<file path="config.mk">
export PLATFORM = sky130hd
export DESIGN_NAME = branch_call_return_unit_flat
export DESIGN_NICKNAME = d
export VERILOG_FILES = /design/src/design/bcru_pkg.sv /design/src/design/bcru_chan_if.sv /design/src/design/bcru_stage.sv /design/src/design/bcru_exec.sv /design/src/design/branch_call_return_unit.sv /design/src/flat_wrapper.sv
export SDC_FILE = /design/constraint.sdc
export NUM_CORES = 1
export LEC_CHECK = 0
export BUFFER_PORTS_ARGS = -buffer_cell sky130_fd_sc_hd__buf_2
export CAP_MARGIN = 15
export CORE_AREA = 2 2 152 80
export DETAILED_ROUTE_END_ITERATION = 7
export DIE_AREA = 0 0 154 82
export PLACE_DENSITY = 0.79
export RECOVER_POWER = 50
export SLEW_MARGIN = 20
export SYNTH_ARGS = -nofsm -noshare
export SYNTH_HDL_FRONTEND = slang
export SYNTH_SLANG_ARGS = --single-unit
export TNS_END_PERCENT = 50
</file>
<file path="constraint.sdc">
create_clock -name clock -period 3.81 [get_ports clock]
set_clock_uncertainty 0.15 [all_clocks]
set_input_delay 0 -clock clock [delete_from_list [all_inputs] [get_ports clock]]
set_output_delay 0 -clock clock [all_outputs]
set_load 0.005 [all_outputs]
</file>
<file path="src/design/bcru_pkg.sv">
// Package: types and codes shared across the branch/call/return unit.
`timescale 1ns / 1ps

package bcru_pkg;

   localparam logic [3:0] MODE_JP_REG  = 4'd0;
   localparam logic [3:0] MODE_JP_NN   = 4'd1;
   localparam logic [3:0] MODE_JR      = 4'd2;
   localparam logic [3:0] MODE_JR_CC   = 4'd3;
   localparam logic [3:0] MODE_JP_CC   = 4'd4;
   localparam logic [3:0] MODE_CALL    = 4'd5;
   localparam logic [3:0] MODE_CALL_CC = 4'd6;
   localparam logic [3:0] MODE_RET     = 4'd7;
   localparam logic [3:0] MODE_RET_CC  = 4'd8;
   localparam logic [3:0] MODE_RETI    = 4'd9;

   localparam logic [2:0] CYC_1 = 3'd1;
   localparam logic [2:0] CYC_2 = 3'd2;
   localparam logic [2:0] CYC_3 = 3'd3;
   localparam logic [2:0] CYC_4 = 3'd4;
   localparam logic [2:0] CYC_5 = 3'd5;
   localparam logic [2:0] CYC_6 = 3'd6;

   typedef struct packed {
      logic [3:0]  mode;
      logic [15:0] pc_now;
      logic [7:0]  imm_low;
      logic [7:0]  imm_high;
      logic [15:0] reg_value;
      logic [3:0]  flags;
      logic [1:0]  flag_select;
      logic        flag_want;
      logic [15:0] popped_word;
   } req_type;

   typedef struct packed {
      logic [15:0] next_pc;
      logic        taken;
      logic        push_valid;
      logic [15:0] push_word;
      logic        pop_used;
      logic        enable_interrupts;
      logic [2:0]  cycles;
   } rsp_type;

endpackage

</file>
<file path="src/design/bcru_chan_if.sv">
// Interface: valid/ready channel carrying one word.
`timescale 1ns / 1ps

interface bcru_chan_if #(parameter type payload_type = logic);
   logic        valid;
   logic        ready;
   payload_type payload;

   modport source (output valid, output payload, input ready);
   modport sink (input valid, input payload, output ready);
endinterface

</file>
<file path="src/design/bcru_stage.sv">
// Module: one valid/ready pipeline register stage.
`timescale 1ns / 1ps

module bcru_stage #(
   parameter type data_type = logic
) (
   input  logic     clock,
   input  logic     reset,
   input  logic     up_valid,
   output logic     up_ready,
   input  data_type up_word,
   output logic     dn_valid,
   input  logic     dn_ready,
   output data_type dn_word
);

   logic     valid_ff;
   logic     valid_in;
   data_type word_ff;
   data_type word_in;

   assign up_ready = !valid_ff || dn_ready;

   always_comb begin
      valid_in = valid_ff;
      word_in  = word_ff;
      if (up_ready) begin
         valid_in = up_valid;
         word_in  = up_word;
      end
   end

   always_ff @(posedge clock) begin
      if (reset) begin
         valid_ff <= 1'b0;
      end else begin
         valid_ff <= valid_in;
      end
   end

   always_ff @(posedge clock) begin
      word_ff <= word_in;
   end

   assign dn_valid = valid_ff;
   assign dn_word  = word_ff;

endmodule

</file>
<file path="src/design/bcru_exec.sv">
// Module: next-PC, stack and cycle-count logic for one control-flow word.
`timescale 1ns / 1ps

module bcru_exec (
   input  bcru_pkg::req_type req,
   output bcru_pkg::rsp_type rsp
);

   logic        cond;
   logic [15:0] pc1;
   logic [15:0] pc2;
   logic [15:0] target;
   logic [15:0] rel;

   assign cond   = (req.flags[req.flag_select] == req.flag_want);
   assign pc1    = req.pc_now + 16'd1;
   assign pc2    = req.pc_now + 16'd2;
   assign target = {req.imm_high, req.imm_low};
   // offset byte is two's complement
   assign rel    = pc1 + {{8{req.imm_low[7]}}, req.imm_low};

   always_comb begin
      rsp.next_pc           = req.pc_now;
      rsp.taken             = 1'b0;
      rsp.push_valid        = 1'b0;
      rsp.push_word         = 16'd0;
      rsp.pop_used          = 1'b0;
      rsp.enable_interrupts = 1'b0;
      rsp.cycles            = bcru_pkg::CYC_1;
      case (req.mode)
         bcru_pkg::MODE_JP_REG: begin
            rsp.next_pc = req.reg_value;
            rsp.taken   = 1'b1;
         end
         bcru_pkg::MODE_JP_NN: begin
            rsp.next_pc = target;
            rsp.taken   = 1'b1;
            rsp.cycles  = bcru_pkg::CYC_4;
         end
         bcru_pkg::MODE_JR: begin
            rsp.next_pc = rel;
            rsp.taken   = 1'b1;
            rsp.cycles  = bcru_pkg::CYC_3;
         end
         bcru_pkg::MODE_JR_CC: begin
            rsp.next_pc = cond ? rel : pc1;
            rsp.taken   = cond;
            rsp.cycles  = cond ? bcru_pkg::CYC_3 : bcru_pkg::CYC_2;
         end
         bcru_pkg::MODE_JP_CC: begin
            rsp.next_pc = cond ? target : pc2;
            rsp.taken   = cond;
            rsp.cycles  = cond ? bcru_pkg::CYC_4 : bcru_pkg::CYC_3;
         end
         bcru_pkg::MODE_CALL: begin
            rsp.next_pc    = target;
            rsp.taken      = 1'b1;
            rsp.push_valid = 1'b1;
            rsp.push_word  = pc2;
            rsp.cycles     = bcru_pkg::CYC_6;
         end
         bcru_pkg::MODE_CALL_CC: begin
            rsp.next_pc    = cond ? target : pc2;
            rsp.taken      = cond;
            rsp.push_valid = cond;
            rsp.push_word  = cond ? pc2 : 16'd0;
            rsp.cycles     = cond ? bcru_pkg::CYC_6 : bcru_pkg::CYC_3;
         end
         bcru_pkg::MODE_RET: begin
            rsp.next_pc  = req.popped_word;
            rsp.taken    = 1'b1;
            rsp.pop_used = 1'b1;
            rsp.cycles   = bcru_pkg::CYC_4;
         end
         bcru_pkg::MODE_RET_CC: begin
            rsp.next_pc  = cond ? req.popped_word : req.pc_now;
            rsp.taken    = cond;
            rsp.pop_used = cond;
            rsp.cycles   = cond ? bcru_pkg::CYC_5 : bcru_pkg::CYC_2;
         end
         bcru_pkg::MODE_RETI: begin
            rsp.next_pc           = req.popped_word;
            rsp.taken             = 1'b1;
            rsp.pop_used          = 1'b1;
            rsp.enable_interrupts = 1'b1;
            rsp.cycles            = bcru_pkg::CYC_4;
         end
         default: begin
            // unused modes: no-op, defaults above
            rsp.cycles = bcru_pkg::CYC_1;
         end
      endcase
   end

endmodule

</file>
<file path="src/design/branch_call_return_unit.sv">
// Top level: control-flow execute stage, input register, logic, result register.
//
//   channel   dir  payload                 handshake
//   req_chan  in   bcru_pkg::req_type      valid/ready, taken when both high
//   rsp_chan  out  bcru_pkg::rsp_type      valid/ready, taken when both high
//
// A word accepted on req is captured in the input register, passes the logic and is
// captured in the result register, where it shows valid on rsp; one word per cycle
// sustained while rsp is not stalled, with a single register stage on each side of the logic.
// Synchronous active-high reset clears both stage valid bits.
// A stalled rsp holds its word; ready propagates back through both stages,
// so req keeps flowing while any stage has room.
`timescale 1ns / 1ps

module branch_call_return_unit (
   input logic    clock,
   input logic    reset,
   bcru_chan_if.sink   req_chan,
   bcru_chan_if.source rsp_chan
);

   logic              exec_valid;
   logic              exec_ready;
   bcru_pkg::req_type exec_req;
   bcru_pkg::rsp_type exec_rsp;

   bcru_stage #(.data_type(bcru_pkg::req_type)) u_req_stage (
      .clock    (clock),
      .reset    (reset),
      .up_valid (req_chan.valid),
      .up_ready (req_chan.ready),
      .up_word  (req_chan.payload),
      .dn_valid (exec_valid),
      .dn_ready (exec_ready),
      .dn_word  (exec_req)
   );

   bcru_exec u_exec (
      .req (exec_req),
      .rsp (exec_rsp)
   );

   bcru_stage #(.data_type(bcru_pkg::rsp_type)) u_rsp_stage (
      .clock    (clock),
      .reset    (reset),
      .up_valid (exec_valid),
      .up_ready (exec_ready),
      .up_word  (exec_rsp),
      .dn_valid (rsp_chan.valid),
      .dn_ready (rsp_chan.ready),
      .dn_word  (rsp_chan.payload)
   );

endmodule

</file>
<file path="src/flat_wrapper.sv">
// flat-port wrapper written by rule: the top's interface ports become plain ports
module branch_call_return_unit_flat 
  (clock, reset, req_chan_valid, req_chan_payload, req_chan_ready, rsp_chan_valid, rsp_chan_payload, rsp_chan_ready);
  bcru_chan_if #(.payload_type(bcru_pkg::req_type)) req_chan_i ();
  bcru_chan_if #(.payload_type(bcru_pkg::rsp_type)) rsp_chan_i ();
  input logic clock;
  input logic reset;
  input wire logic [$bits(req_chan_i.valid)-1:0] req_chan_valid;
  input wire logic [$bits(req_chan_i.payload)-1:0] req_chan_payload;
  output wire logic [$bits(req_chan_i.ready)-1:0] req_chan_ready;
  output wire logic [$bits(rsp_chan_i.valid)-1:0] rsp_chan_valid;
  output wire logic [$bits(rsp_chan_i.payload)-1:0] rsp_chan_payload;
  input wire logic [$bits(rsp_chan_i.ready)-1:0] rsp_chan_ready;
  assign req_chan_i.valid = req_chan_valid;
  assign req_chan_i.payload = req_chan_payload;
  assign req_chan_ready = req_chan_i.ready;
  assign rsp_chan_valid = rsp_chan_i.valid;
  assign rsp_chan_payload = rsp_chan_i.payload;
  assign rsp_chan_i.ready = rsp_chan_ready;
  branch_call_return_unit u_core (.clock(clock), .reset(reset), .req_chan(req_chan_i), .rsp_chan(rsp_chan_i));
endmodule
</file>
* After elaboration in Yosys (flattened, before gate mapping) *
Index checks and enable logic that the tools add are counted.
W data, S select, Z words.

storage, ports and cells
  flip-flop bits (word level) = 116
  output and inout port bits = 41
  logic and storage cells = 56

cells by class
  add/sub/neg operators = 3
  eq/ne operators = 10
  order comparisons = 1
  reduce and logical (&&, ||, !) cells = 9
  multiplexer cells = 15

operators by type and width
  operator                 count
  $pmux W17 S7             1
  $mux W16                 4
  $pmux W17 S2             1
  $pmux W3 S7              1
  $add A16 B1 Y16 const B  1
  $add A16 B16 Y16         1
  $add A16 B2 Y16 const B  1
  $eq A4 B3 Y1 const B     4
  $mux W3                  3
  $eq A4 B2 Y1 const B     2
  $eq A4 B4 Y1 const B     2
  $reduce_or A2 Y1         3
  $eq A4 B1 Y1 const B     1
  $logic_not A4 Y1         1
  $lt A2 B3 Y1 const B     1
  $mux W1                  3
  $reduce_or A3 Y1         1
  $bmux W1 S2              1
  $logic_not A1 Y1         2
  $logic_or A1 B1 Y1       2
  $pmux W1 S2              1
  $eq A1 B1 Y1             1

* Depth between registers and ports, before layout *
  depth in word-level cells = 5
  mapped depth = 12
  mapped depth without buffers = 12

* Cells and area by module *
Synthesis repeated with hierarchy kept, for this count alone.

second synthesis, totals
  cell total of the unflattened synthesis = 489
  area, all modules = 5,977.0 sq um

by module, submodules not included
  module                           instances  area an instance (sq um)  cells an instance
  bcru_exec                        1          2,461.1                   367
  bcru_stage (u_core.u_req_stage)  1          2,298.5                   79
  bcru_stage (u_core.u_rsp_stage)  1          1,217.4                   43

* Least setup slack after synthesis *
No wires, ideal clock.

  path type = reg2reg
  from = reg u_core.u_req_stage.word_ff, in the netlist u_core.u_req_stage.dn_word[56]
  to = reg u_core.u_rsp_stage.word_ff, in the netlist u_core.u_rsp_stage.dn_word[38] (data pin)
  path buffers = 0
  arrival = 2,770 ps
  stages on the path, launching flop included = 13
  slack = 637 ps
  clock period less this slack = 3,173 ps
  path through = edfxtp_1 ha_1 and4_1 nand4_1 or2_2 xnor2_1 ha_1 o21ai_0 nor2_1 o311ai_0 a31oi_1 xnor2_1 a21o_1

RTL lines
  what                    line              text
  from (decl)             bcru_stage.sv:19  data_type word_ff;
  from (signal assigned)  bcru_stage.sv:42  word_ff <= word_in;
  to (signal assigned)    bcru_stage.sv:42
  to (decl)               bcru_stage.sv:19

==> impl_metrics.ini <==
[placement]
numPortBuffers = 119
gp_congestion = 0.975
place.detailed.hpwl_um = 14100

[floorplan]
fp.coreArea_um2 = 11400
start_util_pct = 53.6
die-area_um2 = 12600
rows = 28
chipHeight_um = 82
io_pins = 120
chipWidth_um = 154

[routing]
ant_nets = 0
drtPass1Iterations = 8
route.detailed.drc = 3
wire_per_inst_um = 24.2
via_count = 5458
drt-total-wl_um = 21200
viasPerCell = 6.23
drt_iter0_drc = 861

[worst_setup_path]
critPathCaptureType = flop
critPathCapture = u_core.u_rsp_stage.dn_word[38]
arrival_ps = 3600
critPathMaxFanout = 7
reg2reg_depth = 12
crit_type = reg -> reg
regToRegStartpoint = u_core.u_req_stage.dn_word[56]
crit_required_ps = 3840
crit_start = u_core.u_req_stage.dn_word[56]
setup.worst_path.start_class = flop
r2r-end = u_core.u_rsp_stage.dn_word[38]
rrSetupSlack_ps = 240

[run_status]
run_status = complete, but fails checks
violations = design-rule violations, max-capacitance violations, max-slew violations

[pwr]
powerDensity_nw_per_um2 = 466
leakage_nw = 3.30
worst_ir_drop_vdd_v = 0.000251

[clocking]
clkSinkCount = 116
numCtsBuffers = 17
path_clk_slew_ps = 60
htreeDepth = 4
clk_path_buf_depth = 2
cts_tree = built
cts_root_buf = clkbuf_16
clkLatencyLatePin_ps = 430

[synth]
yosysTopAreaCellShare_pct = 56.1
synth_edf_count = 114
ys_ff_latch = 116
syn_inst = 503
async_flop_share_pct = 0
synth.net_count = 602
syn_avg_cell_area_um2 = 12.1
yosys_warnings = 0
synth_top_cell_by_area = edfxtp_1
synth_cell_types = 74
synth-seq-area-share_pct = 56.8
synth.area.top_cells = edfxtp_1 (56%), ha_1 (3.9%), xnor2_1 (3.9%)
syn_area_um2 = 6100
synth_ff_type = edfxtp_1

[global_routing]
grt_max_degree = 77
overflow = 0
antenna_found_initial = 0
grt_pass1_vias = 5164
grtUsageTotal_pct = 34.7
grt_pass1_wl_um = 31000

[timing]
tns_ps = 0
rsz0062_at_grt = false
period_share_pct = 93.7
slew_violations = 40
hold_ws_ps = 130
slew_headroom_pct = -58.8
fmax_ghz = 0.280
worst_pin_slew_ps = 2380
hold_violations = 0
setup_viol = 0
period_needed_ps = 3570

[run]
maxCapViolCount = 1

[final_layout]
drive_above_1_share_pct = 21.9
insertedDiodeCount = 0
fin_nets = 813
syn2layout_area_growth_pct = 35.4
n_fill_cell = 776
regArea_um2 = 3460
multi_input_area_um2 = 2480

[hold_path]
hp-class = in -> reg
hold_start = req_chan_payload[30]
==> critical path, stage by stage, from the launching register on <==
cell      delay [ps]
edfxtp_1         470
ha_2             290
and4_1           240
nand4_1          220
or2_2            370
xnor2_1          130
ha_1             390
and3_1           240
and4_1           250
nand3_1          100
a31oi_1          200
xnor2_1          100
a21o_1           180
==> power by group <==
group	internal [mW]	switching, mW	total, mW	leakage [nW]
clock	1.03	0.627	1.66	0.286
sequential	1.51	0.0771	1.59	1.25
combinational	0.269	0.333	0.601	1.76
total	2.81	1.04	3.85	3.30
==> cells in the mapped netlist, types with 3 or more instances <==
library cell,instances
a221o_1,3
nor2_1,47
mux2i_1,4
and2_1,5
a211oi_1,4
o21ai_0,17
a31oi_1,4
nor4_1,8
buf_2,15
a21oi_1,19
nor2b_1,6
xnor2_1,27
o211ai_1,9
ha_1,19
a221oi_1,5
nand4_1,5
a21o_1,7
nor3b_1,3
edfxtp_1,114
a22o_1,3
a2bb2oi_1,3
clkbuf_1,6
nand2_1,28
xor2_1,11
a22oi_1,11
o31ai_1,5
and3_1,5
a222oi_1,12
inv_1,12
o21a_1,5
nand3_1,16
nor3_1,8
nand3_2,3
==> kinds of logic after synthesis <==
family / synth area share (%)
AO/OA/AOI/OAI: 16.1
AND/OR/NAND/NOR: 13.3
XOR/XNOR: 5.46
flip-flops: 56.8
buffers and inverters: 2.67
multiplexers: 1.48
adder cells (fa/ha/maj): 4.23
==> sequential cells by signal, summed over array words and instances, names as in the netlist <==
signal / count
u_core.u_req_stage.dn_word: 75
u_core.u_rsp_stage.dn_valid: 1
u_core.u_rsp_stage.dn_word: 39
u_core.u_req_stage.dn_valid: 1
==> repair_timing <==
action                     in CTS  in global routing
hold endpoints to repair       77                  0
hold buffers                   78                  0
gates resized for setup         0                  2
setup endpoints to repair       0                  3
buffers inserted                0                  3
==> metrics by stage <==
stage / cells / instance area (µm²) / total power [mW] / utilization [%] / worst slack, ps
2_1_floorplan: 503 / 6100 / 1.89 / - / 637
3_3_place_gp: 764 / 6890 / 2.11 / 60.5 / 360
3_5_place_dp: 764 / 6890 / 2.12 / 60.5 / 233
4_1_cts: 873 / 8280 / 3.81 / 72.7 / 220
5_1_grt: 876 / 8260 / 3.95 / 72.5 / 9.34
6_report: 876 / 8260 / 3.85 / 72.5 / 240
==> worst min-delay path by stage <==
stage	end	cells past startpoint
4_1_cts	u_core.u_req_stage.dn_word[34]	2
2_1_floorplan	u_core.u_req_stage.dn_valid	1
6_report	u_core.u_req_stage.dn_word[30]	2
5_1_grt	u_core.u_req_stage.dn_word[40]	2
3_3_place_gp	u_core.u_rsp_stage.dn_valid	2
3_5_place_dp	u_core.u_req_stage.dn_word[16]	1
==> layout make-up <==
cell class / instances / share of cell area (%)
clock buffers: 17 / 5.15
clock inverters: 14 / 2.17
inverters: 12 / 0.545
multi-input cells: 351 / 30.1
flip-flops and latches: 116 / 41.9
well taps: 150 / 2.27
repair buffers: 216 / 17.9
==> cells in the final DEF (no fill, tap or decap), drive strengths merged, types with 4 or more instances in the layout <==
| cell type | count |
|---|---|
| nor2 | 48 |
| nor3 | 10 |
| nand3 | 19 |
| xnor2 | 27 |
| edfxtp | 114 |
| nor4 | 10 |
| o21ai | 21 |
| ha | 19 |
| a211oi | 4 |
| clkinv | 5 |
| o21a | 5 |
| o31ai | 6 |
| a21oi | 19 |
| xor2 | 11 |
| o211ai | 9 |
| and3 | 5 |
| a221oi | 5 |
| dlygate4sd3 | 78 |
| buf | 107 |
| a22oi | 11 |
| clkbuf | 48 |
| a21o | 7 |
| mux2i | 6 |
| nand4 | 5 |
| nor2b | 6 |
| and2 | 5 |
| nand2 | 29 |
| a222oi | 12 |
| inv | 15 |
| a31oi | 4 |
==> layer usage <==
layer | vias up | wire length [µm] | track usage (%)
li1 | 2390 | - | -
met1 | 2581 | 9170 | 49.6
met2 | 449 | 8320 | 47.2
met3 | 38 | 3400 | 15.7
met4 | 0 | 275 | 10.0
met5 | - | 0 | 0
(Power assumes the default switching activity.)
